`src/rtl/ste_pkg.sv`:
```
// Shared constants, codes and types of the session timeout table.
// No dependencies.
package ste_pkg;

   localparam int TABLE_ENTRIES = 16;
   localparam int IDX_W = (TABLE_ENTRIES > 1) ? $clog2(TABLE_ENTRIES) : 1;

   // request action codes
   localparam logic [2:0] ACT_ALLOC = 3'd0;
   localparam logic [2:0] ACT_DELETE = 3'd1;
   localparam logic [2:0] ACT_STORE = 3'd2;
   localparam logic [2:0] ACT_GET = 3'd3;
   localparam logic [2:0] ACT_TICK = 3'd4;

   // response kind codes
   localparam logic [2:0] KIND_NEW_ID = 3'd0;
   localparam logic [2:0] KIND_DELETED = 3'd1;
   localparam logic [2:0] KIND_STORE = 3'd2;
   localparam logic [2:0] KIND_GET = 3'd3;
   localparam logic [2:0] KIND_TIMEOUT = 3'd4;
   localparam logic [2:0] KIND_DONE = 3'd5;

   localparam logic [15:0] MAX_AGE_RESET = 16'd10;
   localparam logic [31:0] FIRST_ID = 32'd1;

   // request fields broadcast to every cell
   typedef struct packed {
      logic [31:0] key;
      logic [7:0]  func;
      logic [3:0]  owner;
      logic [63:0] data;
      logic [31:0] now;
      logic [15:0] max_age;
   } cell_bus_type;

   // per-cell write controls
   typedef struct packed {
      logic alloc;
      logic store;
      logic clear;
   } cell_ctl_type;

   // oldest-id search token handed down the chain
   typedef struct packed {
      logic             vld;
      logic [31:0]      id;
      logic [7:0]       func;
      logic [3:0]       owner;
      logic [IDX_W-1:0] idx;
   } carry_type;

endpackage

```
`src/rtl/ste_cell.sv`:
```
// One session entry of the table plus its share of the chains.
// Depends on ste_pkg.
module ste_cell (
   input  logic                    clock,
   input  logic                    reset,
   input  ste_pkg::cell_bus_type   bus,
   input  ste_pkg::cell_ctl_type   ctl,
   input  logic [ste_pkg::IDX_W-1:0] cell_idx,
   input  logic                    take_in,
   output logic                    take_out,
   output logic                    first_free,
   output logic                    hit,
   input  logic [63:0]             rd_in,
   output logic [63:0]             rd_out,
   input  ste_pkg::carry_type      carry_in,
   output ste_pkg::carry_type      carry_out
);
   import ste_pkg::*;

   logic        valid_ff;
   logic [31:0] id_ff;
   logic [7:0]  func_ff;
   logic [3:0]  owner_ff;
   logic [31:0] start_ff;
   logic [63:0] data_ff;
   carry_type   carry_ff;
   carry_type   carry_in_next;
   logic [31:0] age;
   logic        due;

   // lookup and free-slot priority
   assign hit        = valid_ff && (id_ff == bus.key);
   assign first_free = !valid_ff && !take_in;
   assign take_out   = take_in || !valid_ff;
   assign rd_out     = rd_in | (hit ? data_ff : 64'd0);

   // timeout test and search step
   assign age = bus.now - start_ff;
   assign due = valid_ff && (bus.now > start_ff) && (age > {16'd0, bus.max_age});

   always_comb begin
      carry_in_next = carry_in;
      if (due && (!carry_in.vld || (id_ff < carry_in.id))) begin
         carry_in_next.vld   = 1'b1;
         carry_in_next.id    = id_ff;
         carry_in_next.func  = func_ff;
         carry_in_next.owner = owner_ff;
         carry_in_next.idx   = cell_idx;
      end
   end

   assign carry_out = carry_ff;

   // valid bit and search token
   always_ff @(posedge clock) begin
      if (reset) begin
         valid_ff     <= 1'b0;
         carry_ff.vld <= 1'b0;
      end else begin
         carry_ff.vld <= carry_in_next.vld;
         if (ctl.alloc) begin
            valid_ff <= 1'b1;
         end else if (ctl.clear) begin
            valid_ff <= 1'b0;
         end
      end
      carry_ff.id    <= carry_in_next.id;
      carry_ff.func  <= carry_in_next.func;
      carry_ff.owner <= carry_in_next.owner;
      carry_ff.idx   <= carry_in_next.idx;
   end

   // entry payload
   always_ff @(posedge clock) begin
      if (ctl.alloc) begin
         id_ff    <= bus.key;
         func_ff  <= bus.func;
         owner_ff <= bus.owner;
         start_ff <= bus.now;
         data_ff  <= 64'd0;
      end else if (ctl.store) begin
         data_ff <= bus.data;
      end
   end

endmodule

```
`config.mk`:
```
export PLATFORM = sky130hd
export DESIGN_NAME = ste_cell
export DESIGN_NICKNAME = d
export VERILOG_FILES = /design/src/rtl/ste_pkg.sv /design/src/rtl/ste_cell.sv
export SDC_FILE = /design/constraint.sdc
export NUM_CORES = 1
export LEC_CHECK = 0
export BUFFER_PORTS_ARGS = -buffer_cell sky130_fd_sc_hd__clkbuf_2
export CORE_AREA = 4 4 147 254
export DETAILED_ROUTE_END_ITERATION = 10
export DIE_AREA = 0 0 151 258
export PLACE_DENSITY = 0.52
export SYNTH_ARGS = -nofsm -noshare
export SYNTH_HDL_FRONTEND = slang
export SYNTH_SLANG_ARGS = --single-unit
```
`constraint.sdc`:
```
create_clock -name clock -period 14.92 [get_ports clock]
set_input_delay 0 -clock clock [delete_from_list [all_inputs] [get_ports clock]]
set_output_delay 0 -clock clock [all_outputs]
set_load 0.02 [all_outputs]
```
==> results.md, run 1 <==
* Dpl cells at 1,836
* Post-route ant nets at 0
* Chip width at 151 um
* IO buf count at 394
* Gr usage total at 0.180
* Clk_lat worst skew at 0.45 ns
* Clock sinks at 190
* WL final at 35,700 um
* Mean Syn Cell Area at 10.3 sq um
* First-pass iteration count of the detailed router at 4
* Syn nets at 1,372
* Drt wl/cell at 17.2 um
* Clock tree from TritonCTS: done
* Num CTS Buffers at 17
* Async set-reset flop share out of synthesis at 0
* Ys Warns at 0
* Die height at 258 um
* Slew headroom at 0.351
* Total gr overflow at 0
* Max-cap viol count at 0
* Primary FF master, synth: dfxtp_1
* Core ar. at 0.0353 sq mm
* Syn Inst Count at 1,013
* Non-Filler Instances at 2,071
* RSZ-0062 raised after global routing: false
* Finish-stage setup viols at 0
* Fillers at 3,427
* Share of cells above drive strength 1 at 0.306
* Area Overhead vs Synth at 48.7%
* Final Cycle Share at 0.418
* Vias in the first global route at 10,200
* GP Congestion at 0.875
* Starting DRT DRC Count at 310
* Hold Crit Class: in2reg
* Critical Path AT at 6.59 ns
* Cell Area, Synth at 0.0104 sq mm
* DRC viols at 0
* Routed vias/inst at 4.66
* Slew Limit Fails at 0
* First-pass GRT wire length at 54,500 um
* Cell row count at 91
* Post-layout min period at 6.24 ns
* Commonest non-fill, non-tap cell in the layout: clkbuf_2
* Cell Pwr Density at 94.9 mW/mm^2
* CP Capture Type: flop
* Clk_skew at 0.0224 ns
* CP max FO at 48
* Peak supply drop at 79.3 uV
* Highest Clock Rate at 0.160 GHz
* Die area at 0.0390 sq mm
* Clk slew on worst S/H paths at 0.09 ns
* Number of flops mapped to enable cells by yosys at 76
* Estimated wirelength of the detail-placed design at 28,100 um
* IO Pins at 395
* H-tree depth at 4
* Status: completed
* Vias at 9,656
* Setup TNS at 0 ns
* Critical path class: reg2reg
* Final Hold Vio Count at 0
* CTS max path bufs at 2
* Commonest non-fill, non-tap cells in the layout: 392 x clkbuf_2, 202 x dlygate4sd3_1, 114 x dfxtp_1, 95 x nor2_1, 89 x inv_1
* Actual slew at the worst max-slew pin at 0.974 ns
* Static Leak at 7.58 nW
* Yosys cell types at 64
* Synth Register Bits at 190
* Nets at 1,951
* Sequential-to-total area share from yosys stat at 0.437
* CP required at 15.27 ns
* Maximum number of pins on one net before global-route repair at 85
* Initial Util at 0.296
* Antenna violations before repair at 2
* Crit path launch type: flop
* Root Buffer Master: clkbuf_16
* Number of gates resized after CTS at 0
==> through the flow <==
stage	utilization	area, sq um	worst slack [ns]	power (W)	hold WS [ns]
floorplan	-	10400	10.02	0.000825	0.0691
finish	0.440	15500	8.68	0.00147	0.0232
global placement	0.365	12900	9.34	0.000948	0.179
CTS	0.440	15500	8.67	0.00150	0.0000853
detailed placement	0.365	12900	9.23	0.000951	0.179
global route	0.440	15500	8.20	0.00155	0.0252
==> power breakdown <==
group	total [W]	leakage (nW)	internal, W	switching (W)
logic	0.000385	5.58	0.000183	0.000202
clock network	0.000489	0.307	0.000247	0.000242
registers	0.000600	1.69	0.000580	0.0000201
total	0.00147	7.58	0.00101	0.000465
==> flip-flops by register name, indices dropped and copies added (netlist names) <==
register and cells:
owner_ff 4, carry_out 49, data_ff 64, func_ff 8, id_ff 32, start_ff 32
valid_ff 1
==> Yosys cell counts (all sizes together) (5+ instances only) <==
master   number  area (sq um)
o21a          5          37.5
nor4          5          31.3
nand4        26           169
o21bai        6          45.0
ha           79           988
a21o         84           631
o2111ai       5          43.8
xor2          9          78.8
nand3        12          60.1
o21ai        29           149
xnor2        40           350
buf          15          96.3
mux2         49           627
a21oi        60           319
a211oi        6          45.0
nor3         17          85.1
nor2b         7          43.8
nor2         95           357
o211ai        7          52.6
nand2        32           120
and4          6          52.6
inv          89           334
edfxtp       76          2280
clkbuf       25          93.8
dfxtp       114          2280
mux2i        67           671
==> kinds of logic after synthesis <==
family          synth area share
fa+ha+maj                 0.0965
compound gates             0.152
flops                      0.437
simple gates              0.0987
mux                        0.124
xor+xnor                  0.0411
buf+inv                   0.0502
==> critical path, stage by stage (launching register included) <==
cell and delay [ns]:
edfxtp_1 0.42, inv_1 0.07, ha_1 0.23, nor2b_1 0.15, o2111ai_1 0.34, a21oi_1 0.14
a211oi_1 0.54, o21ai_0 0.22, xor2_1 0.17, ha_1 0.29, nand4_1 0.15, nor2_1 0.07
a221o_1 0.31, o31a_1 0.31, a2111oi_2 0.21, o2111ai_1 0.15, or4_1 0.53, o31ai_2 0.42
a211oi_4 0.07, buf_4 0.37, mux2_2 0.38, dlygate4sd3_1 0.55
==> repair_timing <==
item / 4_1_cts / 5_1_grt
endpoints found under the hold margin: 190 / 0
buffers inserted: 0 / 0
hold buffers: 202 / 0
==> final timing paths <==
| kind | from | endpoint | slack (ns) | cells after the start |
|---|---|---|---|---|
| hold reg to reg | func_ff[3] | carry_out[11] | 0.47 | 1 |
| setup reg to reg | start_ff[1] | carry_out[1] | 8.68 | 21 |
| setup / recovery | start_ff[1] | carry_out[1] | 8.68 | 21 |
| hold / removal | ctl[2] | start_ff[13] | 0.02 | 1 |
==> routing by layer <==
metal	track usage	part of all wire	up-vias
met5	0	0.00020	-
met4	0.0688	0.027	2
met1	0.190	0.37	4519
met2	0.340	0.54	289
met3	0.0411	0.058	50
li1	-	-	4796
==> final cells by class <==
| class | count | area [sq um] | area share |
|---|---|---|---|
| flip-flops and latches | 190 | 4560 | 0.294 |
| multi-input cells | 694 | 5380 | 0.346 |
| clock buffers | 17 | 425 | 0.0274 |
| inverters | 89 | 334 | 0.0215 |
| repair buffers | 600 | 4030 | 0.260 |
| diodes | 1 | 2.50 | 0.000161 |
| well taps | 465 | 582 | 0.0375 |
| clock inverters | 15 | 215 | 0.0139 |
No activity file was read; power rests on OpenSTA's default activity.
==> inputs of run 2 (changes only) <==
PLACE_DENSITY = 0.54   (was 0.52)
clock period = 5.69 ns   (was 14.92 ns; I/O delays follow)
==> results.md, run 2 (synthesis gave the netlist of run 1 again) <==
* Max FFs per register at 64 (unchanged)
* CTS max path bufs at 2 (unchanged)
* Initial Util at 0.296 (unchanged)
* H-tree depth at 4 (unchanged)
* Worst setup margin at 0.436 ns (-8.24 ns)
* CP Capture Type: flop
* Commonest non-fill, non-tap cells in the layout: 392 x clkbuf_2, 195 x dlygate4sd3_1, 114 x dfxtp_1, 95 x nor2_1, 89 x inv_1
* Crit-path slowest cell: or4_1
* DRC viols at 0 (unchanged)
* Gr busiest metal: met2
* Critical path class: reg2reg
* Cell Pwr Density at 246 mW/mm^2 (+160%)
* Seq. cell area at 0.00456 sq mm (unchanged)
* Core ar. at 0.0353 sq mm (unchanged)
* Antenna violations before repair at 5 (+3)
* CP required at 6.04 ns (-9.23 ns)
* Buf/Inv on CP at 1 (-2)
* Crit path launch type: flop
* Actual slew at the worst max-slew pin at 1.09 ns (+0.116 ns)
* Dpl ws at 0.379 ns (-8.85 ns)
* Die height at 258 um (unchanged)
* Critical Path AT at 5.60 ns (-0.99 ns)
* Static Leak at 7.54 nW (-0.51%)
* Met3 usage at 0.0434 (+0.00228)
* Clock tree from TritonCTS: done
* Status: completed
* Post-route ant nets at 0 (unchanged)
* Clock sinks at 190 (unchanged)
* Peak per-stage delay on the critical path at 0.57 ns (+0.02 ns)
* Total gr overflow at 0 (unchanged)
* Root Buffer Master: clkbuf_16
* Nets at 1,945 (-0.31%)
* Post-layout min period at 5.25 ns (-0.988 ns)
* Routed vias/inst at 4.66 (about the same)
* WL final at 35,100 um (-1.6%)
* IO buf count at 394 (unchanged)
* Pwr Total at 0.00380 W (+160%)
* Maximum number of pins on one net before global-route repair at 74 (-13%)
* Highest Clock Rate at 0.190 GHz (+19%)
* Share of cells above drive strength 1 at 0.308 (+0.00177)
* Starting DRT DRC Count at 397 (+28%)
* Fillers at 3,418 (-0.26%)
* Met2 global-route usage at 0.336 (-0.00410)
* RSZ-0062 raised after global routing: false
* Final Hold Vio Count at 0 (unchanged)
* Cell row count at 91 (unchanged)
* Dpl cells at 1,837 (+0.054%)
* Final Cycle Share at 0.923 (+0.505)
* Chip width at 151 um (unchanged)
* Drt wl/cell at 17.0 um (-1.5%)
* Vias at 9,643 (-0.13%)
* Commonest non-fill, non-tap cell in the layout: clkbuf_2
* Finish-stage setup viols at 0 (unchanged)
* Hold Crit Class: in2reg
* Clk_lat worst skew at 0.46 ns (about the same)
* Slew Limit Fails at 0 (unchanged)
* Max-cap viol count at 0 (unchanged)
* IO Pins at 395 (unchanged)
* CP Cell Sequence: ha_1 -> fa_1 -> nor2b_1 -> o21bai_1 -> nand2_1 -> a31oi_1 -> nor2_1 -> nor2_1 -> xnor2_1 -> ha_1 -> nand4_1 -> nor2_1 -> a221o_1 -> o31a_1 -> a2111oi_2 -> o2111ai_1 -> or4_1 -> o31ai_4 -> a211oi_4 -> buf_12 -> mux2_2
* Most used cell, CP: nor2_1
* GP Congestion at 0.886 (+1.3%)
* Clk slew on worst S/H paths at 0.08 ns (about the same)
* Top Family by Delay on Critical Path: compound AO/OA/AOI/OAI gates
* Area Overhead vs Synth at 48.0%
* Most flops, register: data_ff
* Non-Filler Instances at 2,069 (-0.097%)
* CP max FO at 48 (unchanged)
* Slew headroom at 0.274 (-0.0770)
* Vias in the first global route at 10,400 (+1.4%)
* Gr usage total at 0.178 (-0.00251)
* Estimated wirelength of the detail-placed design at 27,500 um (-2.0%)
* Die area at 0.0390 sq mm (unchanged)
* GR Util met1 at 0.181 (-0.00903)
* Footprint of the multi-input gates at 0.00539 sq mm (+0.16%)
* Peak supply drop at 206 uV (+160%)
* Clk_skew at 0.0240 ns (+0.00156 ns)
* Setup TNS at 0 ns (unchanged)
* Num CTS Buffers at 17 (unchanged)
* First-pass iteration count of the detailed router at 7 (+3)
* First-pass GRT wire length at 54,200 um (-0.54%)
run 2: report_power, final:
group | switching, W | leakage, nW | internal (W) | total [W]
clock | 0.000629 | 0.282 | 0.000592 | 0.00122
sequential | 0.0000509 | 1.69 | 0.00152 | 0.00157
combinational | 0.000530 | 5.57 | 0.000476 | 0.00101
total | 0.00121 | 7.54 | 0.00259 | 0.00380
run 2: area by class of cell:
cell class / count / share of cell area
repair buffers: 594 / 0.258
multi-input cells: 694 / 0.348
well taps: 465 / 0.0376
flip-flops and latches: 190 / 0.295
diodes: 5 / 0.000809
inverters: 89 / 0.0216
clock inverters: 15 / 0.0114
clock buffers: 17 / 0.0275
run 2: path summary, 6_finish.rpt:
path	startpoint	to	slack, ns	depth (start not counted)
worst min register to register	func_ff[1]	carry_out[9]	0.48	1
worst max register to register	start_ff[0]	carry_out[15]	0.44	21
worst max-delay path	start_ff[0]	carry_out[15]	0.44	21
worst min-delay path	ctl[2]	start_ff[14]	0.08	1
run 2: through the flow:
step / instance area, sq um / hold WS [ns] / utilization
2_1_floorplan: 10400 / 0.0691 / -
3_3_place_gp: 12900 / 0.178 / 0.365
3_5_place_dp: 12900 / 0.179 / 0.365
4_1_cts: 15400 / 0.0911 / 0.438
5_1_grt: 15500 / 0.107 / 0.438
6_report: 15500 / 0.0834 / 0.438
run 2: repair_timing:
item | in CTS | in global routing
buffers inserted | 0 | 0
hold buffers | 195 | 0
hold endpoints to repair | 190 | 0
setup endpoints to repair | 0 | 38
gates resized for setup | 0 | 1
run 2: layer usage:
metal / share of wire / vias to the layer above / wire length [um]
li1: - / 4778 / -
met3: 0.058 / 54 / 2050
met2: 0.55 / 318 / 19300
met4: 0.032 / 0 / 1130
met1: 0.36 / 4493 / 12700
met5: 0 / - / 0
==> inputs of run 3 (changes only) <==
CELL_PAD_IN_SITES_DETAIL_PLACEMENT = 1   (was default)
CELL_PAD_IN_SITES_GLOBAL_PLACEMENT = 1   (was default)
PLACE_DENSITY = 0.68   (was 0.54)
==> results.md, run 3 (synthesis gave the netlist of run 1 again) <==
* Status: completed
* Most flops, register: data_ff
* Critical Path AT at 5.71 ns (+0.11 ns)
* First-pass GRT wire length at 64,400 um (+19%)
* Cell row count at 91 (unchanged)
* Num CTS Buffers at 17 (unchanged)
* Die height at 258 um (unchanged)
* DRC viols at 0 (unchanged)
* Clk_lat worst skew at 0.46 ns (about the same)
* Critical path class: reg2reg
* Crit path launch type: flop
* Crit-path slowest cell: or4_1
* Actual slew at the worst max-slew pin at 1.09 ns (+0.00459 ns)
* Final hold slack at 0.0741 ns (-0.00935 ns)
* Share of cells above drive strength 1 at 0.310 (+0.00211)
* Max FFs per register at 64 (unchanged)
* Final Cycle Share at 0.944 (+0.0208)
* H-tree depth at 4 (unchanged)
* NetSw at 0.00129 W (+6.3%)
* Drt wl/cell at 20.6 um (+21%)
* Clk slew on worst S/H paths at 0.09 ns (about the same)
* Dpl cells at 1,839 (+0.11%)
* CP required at 6.03 ns (about the same)
* Starting DRT DRC Count at 342 (-14%)
* RSZ-0062 raised after global routing: false
* Peak per-stage delay on the critical path at 0.59 ns (+0.02 ns)
* Nets at 1,947 (+0.10%)
* Chip width at 151 um (unchanged)
* Area Overhead vs Synth at 48.5%
* IO buf count at 394 (unchanged)
* Max-cap viol count at 0 (unchanged)
* Cell Pwr Density at 252 mW/mm^2 (+2.4%)
* Final Hold Vio Count at 0 (unchanged)
* CP Capture Type: flop
* Vias in the first global route at 11,500 (+11%)
* Post-route ant nets at 0 (unchanged)
* Estimated wirelength of the detail-placed design at 30,900 um (+12%)
* Maximum number of pins on one net before global-route repair at 74 (unchanged)
* Clock sinks at 190 (unchanged)
* Vias at 10,200 (+5.5%)
* IO Pins at 395 (unchanged)
* Clk pwr share at 0.326 (+0.005)
* Sw Ratio at 0.329 (+0.0109)
* Root Buffer Master: clkbuf_16
* Commonest non-fill, non-tap cells in the layout: 392 x clkbuf_2, 195 x dlygate4sd3_1, 114 x dfxtp_1, 95 x nor2_1, 89 x inv_1
* Post-layout min period at 5.37 ns (+0.118 ns)
* Non-Filler Instances at 2,074 (+0.24%)
* GP Congestion at 0.879 (-0.84%)
* Gate power share at 0.268 (+0.003)
* Worst setup margin at 0.318 ns (-0.118 ns)
* Highest Clock Rate at 0.186 GHz (-2.2%)
* Total gr overflow at 0 (unchanged)
* Static Leak at 7.57 nW (+0.38%)
* Hold Crit Class: in2reg
* Core ar. at 0.0353 sq mm (unchanged)
* Clock tree from TritonCTS: done
* Routed vias/inst at 4.90 (+5.2%)
* Clk_skew at 0.0171 ns (-0.00691 ns)
* WL final at 42,700 um (+22%)
* Gr usage total at 0.215 (+0.0370)
* Buf/Inv on CP at 2 (+1)
* Sequential Power Share at 0.406 (-0.008)
* Setup TNS at 0 ns (unchanged)
* CTS max path bufs at 2 (unchanged)
* CP Cell Sequence: inv_1 -> ha_1 -> a21o_1 -> a31oi_1 -> nand2_1 -> a21o_1 -> a21oi_1 -> xnor2_1 -> ha_1 -> a21oi_1 -> nand3_1 -> a221o_1 -> o31a_1 -> a2111oi_2 -> o2111ai_1 -> or4_1 -> o31ai_4 -> a211oi_4 -> buf_12 -> mux2_2
* Slew headroom at 0.271 (-0.00306)
* Antenna violations before repair at 8 (+3)
* Top Family by Delay on Critical Path: compound AO/OA/AOI/OAI gates
* Slew Limit Fails at 0 (unchanged)
* Die area at 0.0390 sq mm (unchanged)
* Initial Util at 0.296 (unchanged)
* Dpl ws at 0.337 ns (-0.0418 ns)
* Peak supply drop at 195 uV (-5.3%)
* Pwr Total at 0.00391 W (+2.8%)
* Commonest non-fill, non-tap cell in the layout: clkbuf_2
* Finish-stage setup viols at 0 (unchanged)
* CP max FO at 48 (unchanged)
* Cell Int Power at 0.00262 W (+1.2%)
* First-pass iteration count of the detailed router at 4 (-3)
run 3: changes by cell type in the layout (fill, tap and decap cells not counted), sizes merged:
| cell | before | now |
|---|---|---|
| buf | 7 | 9 |
| clkbuf | 409 | 410 |
| inv | 94 | 96 |
| diode | 5 | 8 |
| clkinvlp | 3 | 0 |
run 3: worst paths after layout:
check / startpoint / to / slack (ns) / cells after the start
max: start_ff[4] / carry_out[9] / 0.32 / 20
min: ctl[2] / data_ff[52] / 0.07 / 2
max reg2reg: start_ff[4] / carry_out[9] / 0.32 / 20
min reg2reg: owner_ff[2] / carry_out[6] / 0.48 / 1
run 3: worst reg2reg max path, stage by stage, from the launching register on:
cell and delay, ns:
edfxtp_1 0.33, inv_1 0.04, ha_1 0.35, a21o_1 0.22, a31oi_1 0.32, nand2_1 0.15, a21o_1 0.21, a21oi_1 0.16
xnor2_1 0.14, ha_1 0.29, a21oi_1 0.17, nand3_1 0.13, a221o_1 0.38, o31a_1 0.31, a2111oi_2 0.23, o2111ai_1 0.17
or4_1 0.59, o31ai_4 0.35, a211oi_4 0.09, buf_12 0.23, mux2_2 0.42
run 3: layer usage:
| metal | vias up | global-route usage | wire [um] |
|---|---|---|---|
| met2 | 404 | 0.410 | 23600 |
| met4 | 0 | 0.120 | 2450 |
| met5 | - | 0 | 0 |
| met3 | 115 | 0.0446 | 2200 |
| li1 | 4792 | - | - |
| met1 | 4861 | 0.208 | 14500 |
run 3: stage by stage:
| stage | instance area [sq um] | utilization |
|---|---|---|
| after floorplan | 10400 | - |
| after global placement | 12900 | 0.365 |
| after detailed placement | 12900 | 0.365 |
| after CTS | 15500 | 0.438 |
| after global routing | 15500 | 0.440 |
| final | 15500 | 0.440 |
run 3: timing repair:
item / in CTS / in global routing
setup buffers: 0 / 0
gates resized for setup: 0 / 3
hold endpoints to repair: 190 / 0
hold buffers: 195 / 0
setup endpoints to repair: 0 / 49
run 3: cell type report:
type	count	area [sq um]
fillers	4091	19800
multi-input cells	694	5400
well taps	465	582
repair buffers	596	3990
flip-flops and latches	190	4560
inverters	89	334
diodes	8	20.0
clock buffers	18	439
clock inverters	14	185
run 3: power by group through the flow:
| stage | registers [W] | clock network [W] | logic, W |
|---|---|---|---|
| after floorplan | 0.00163 | 0 | 0.000536 |
| after global placement | 0.00160 | 0 | 0.000886 |
| after detailed placement | 0.00161 | 0 | 0.000911 |
| after CTS | 0.00158 | 0.00131 | 0.00103 |
| after global routing | 0.00159 | 0.00136 | 0.00115 |
| final | 0.00158 | 0.00127 | 0.00105 |
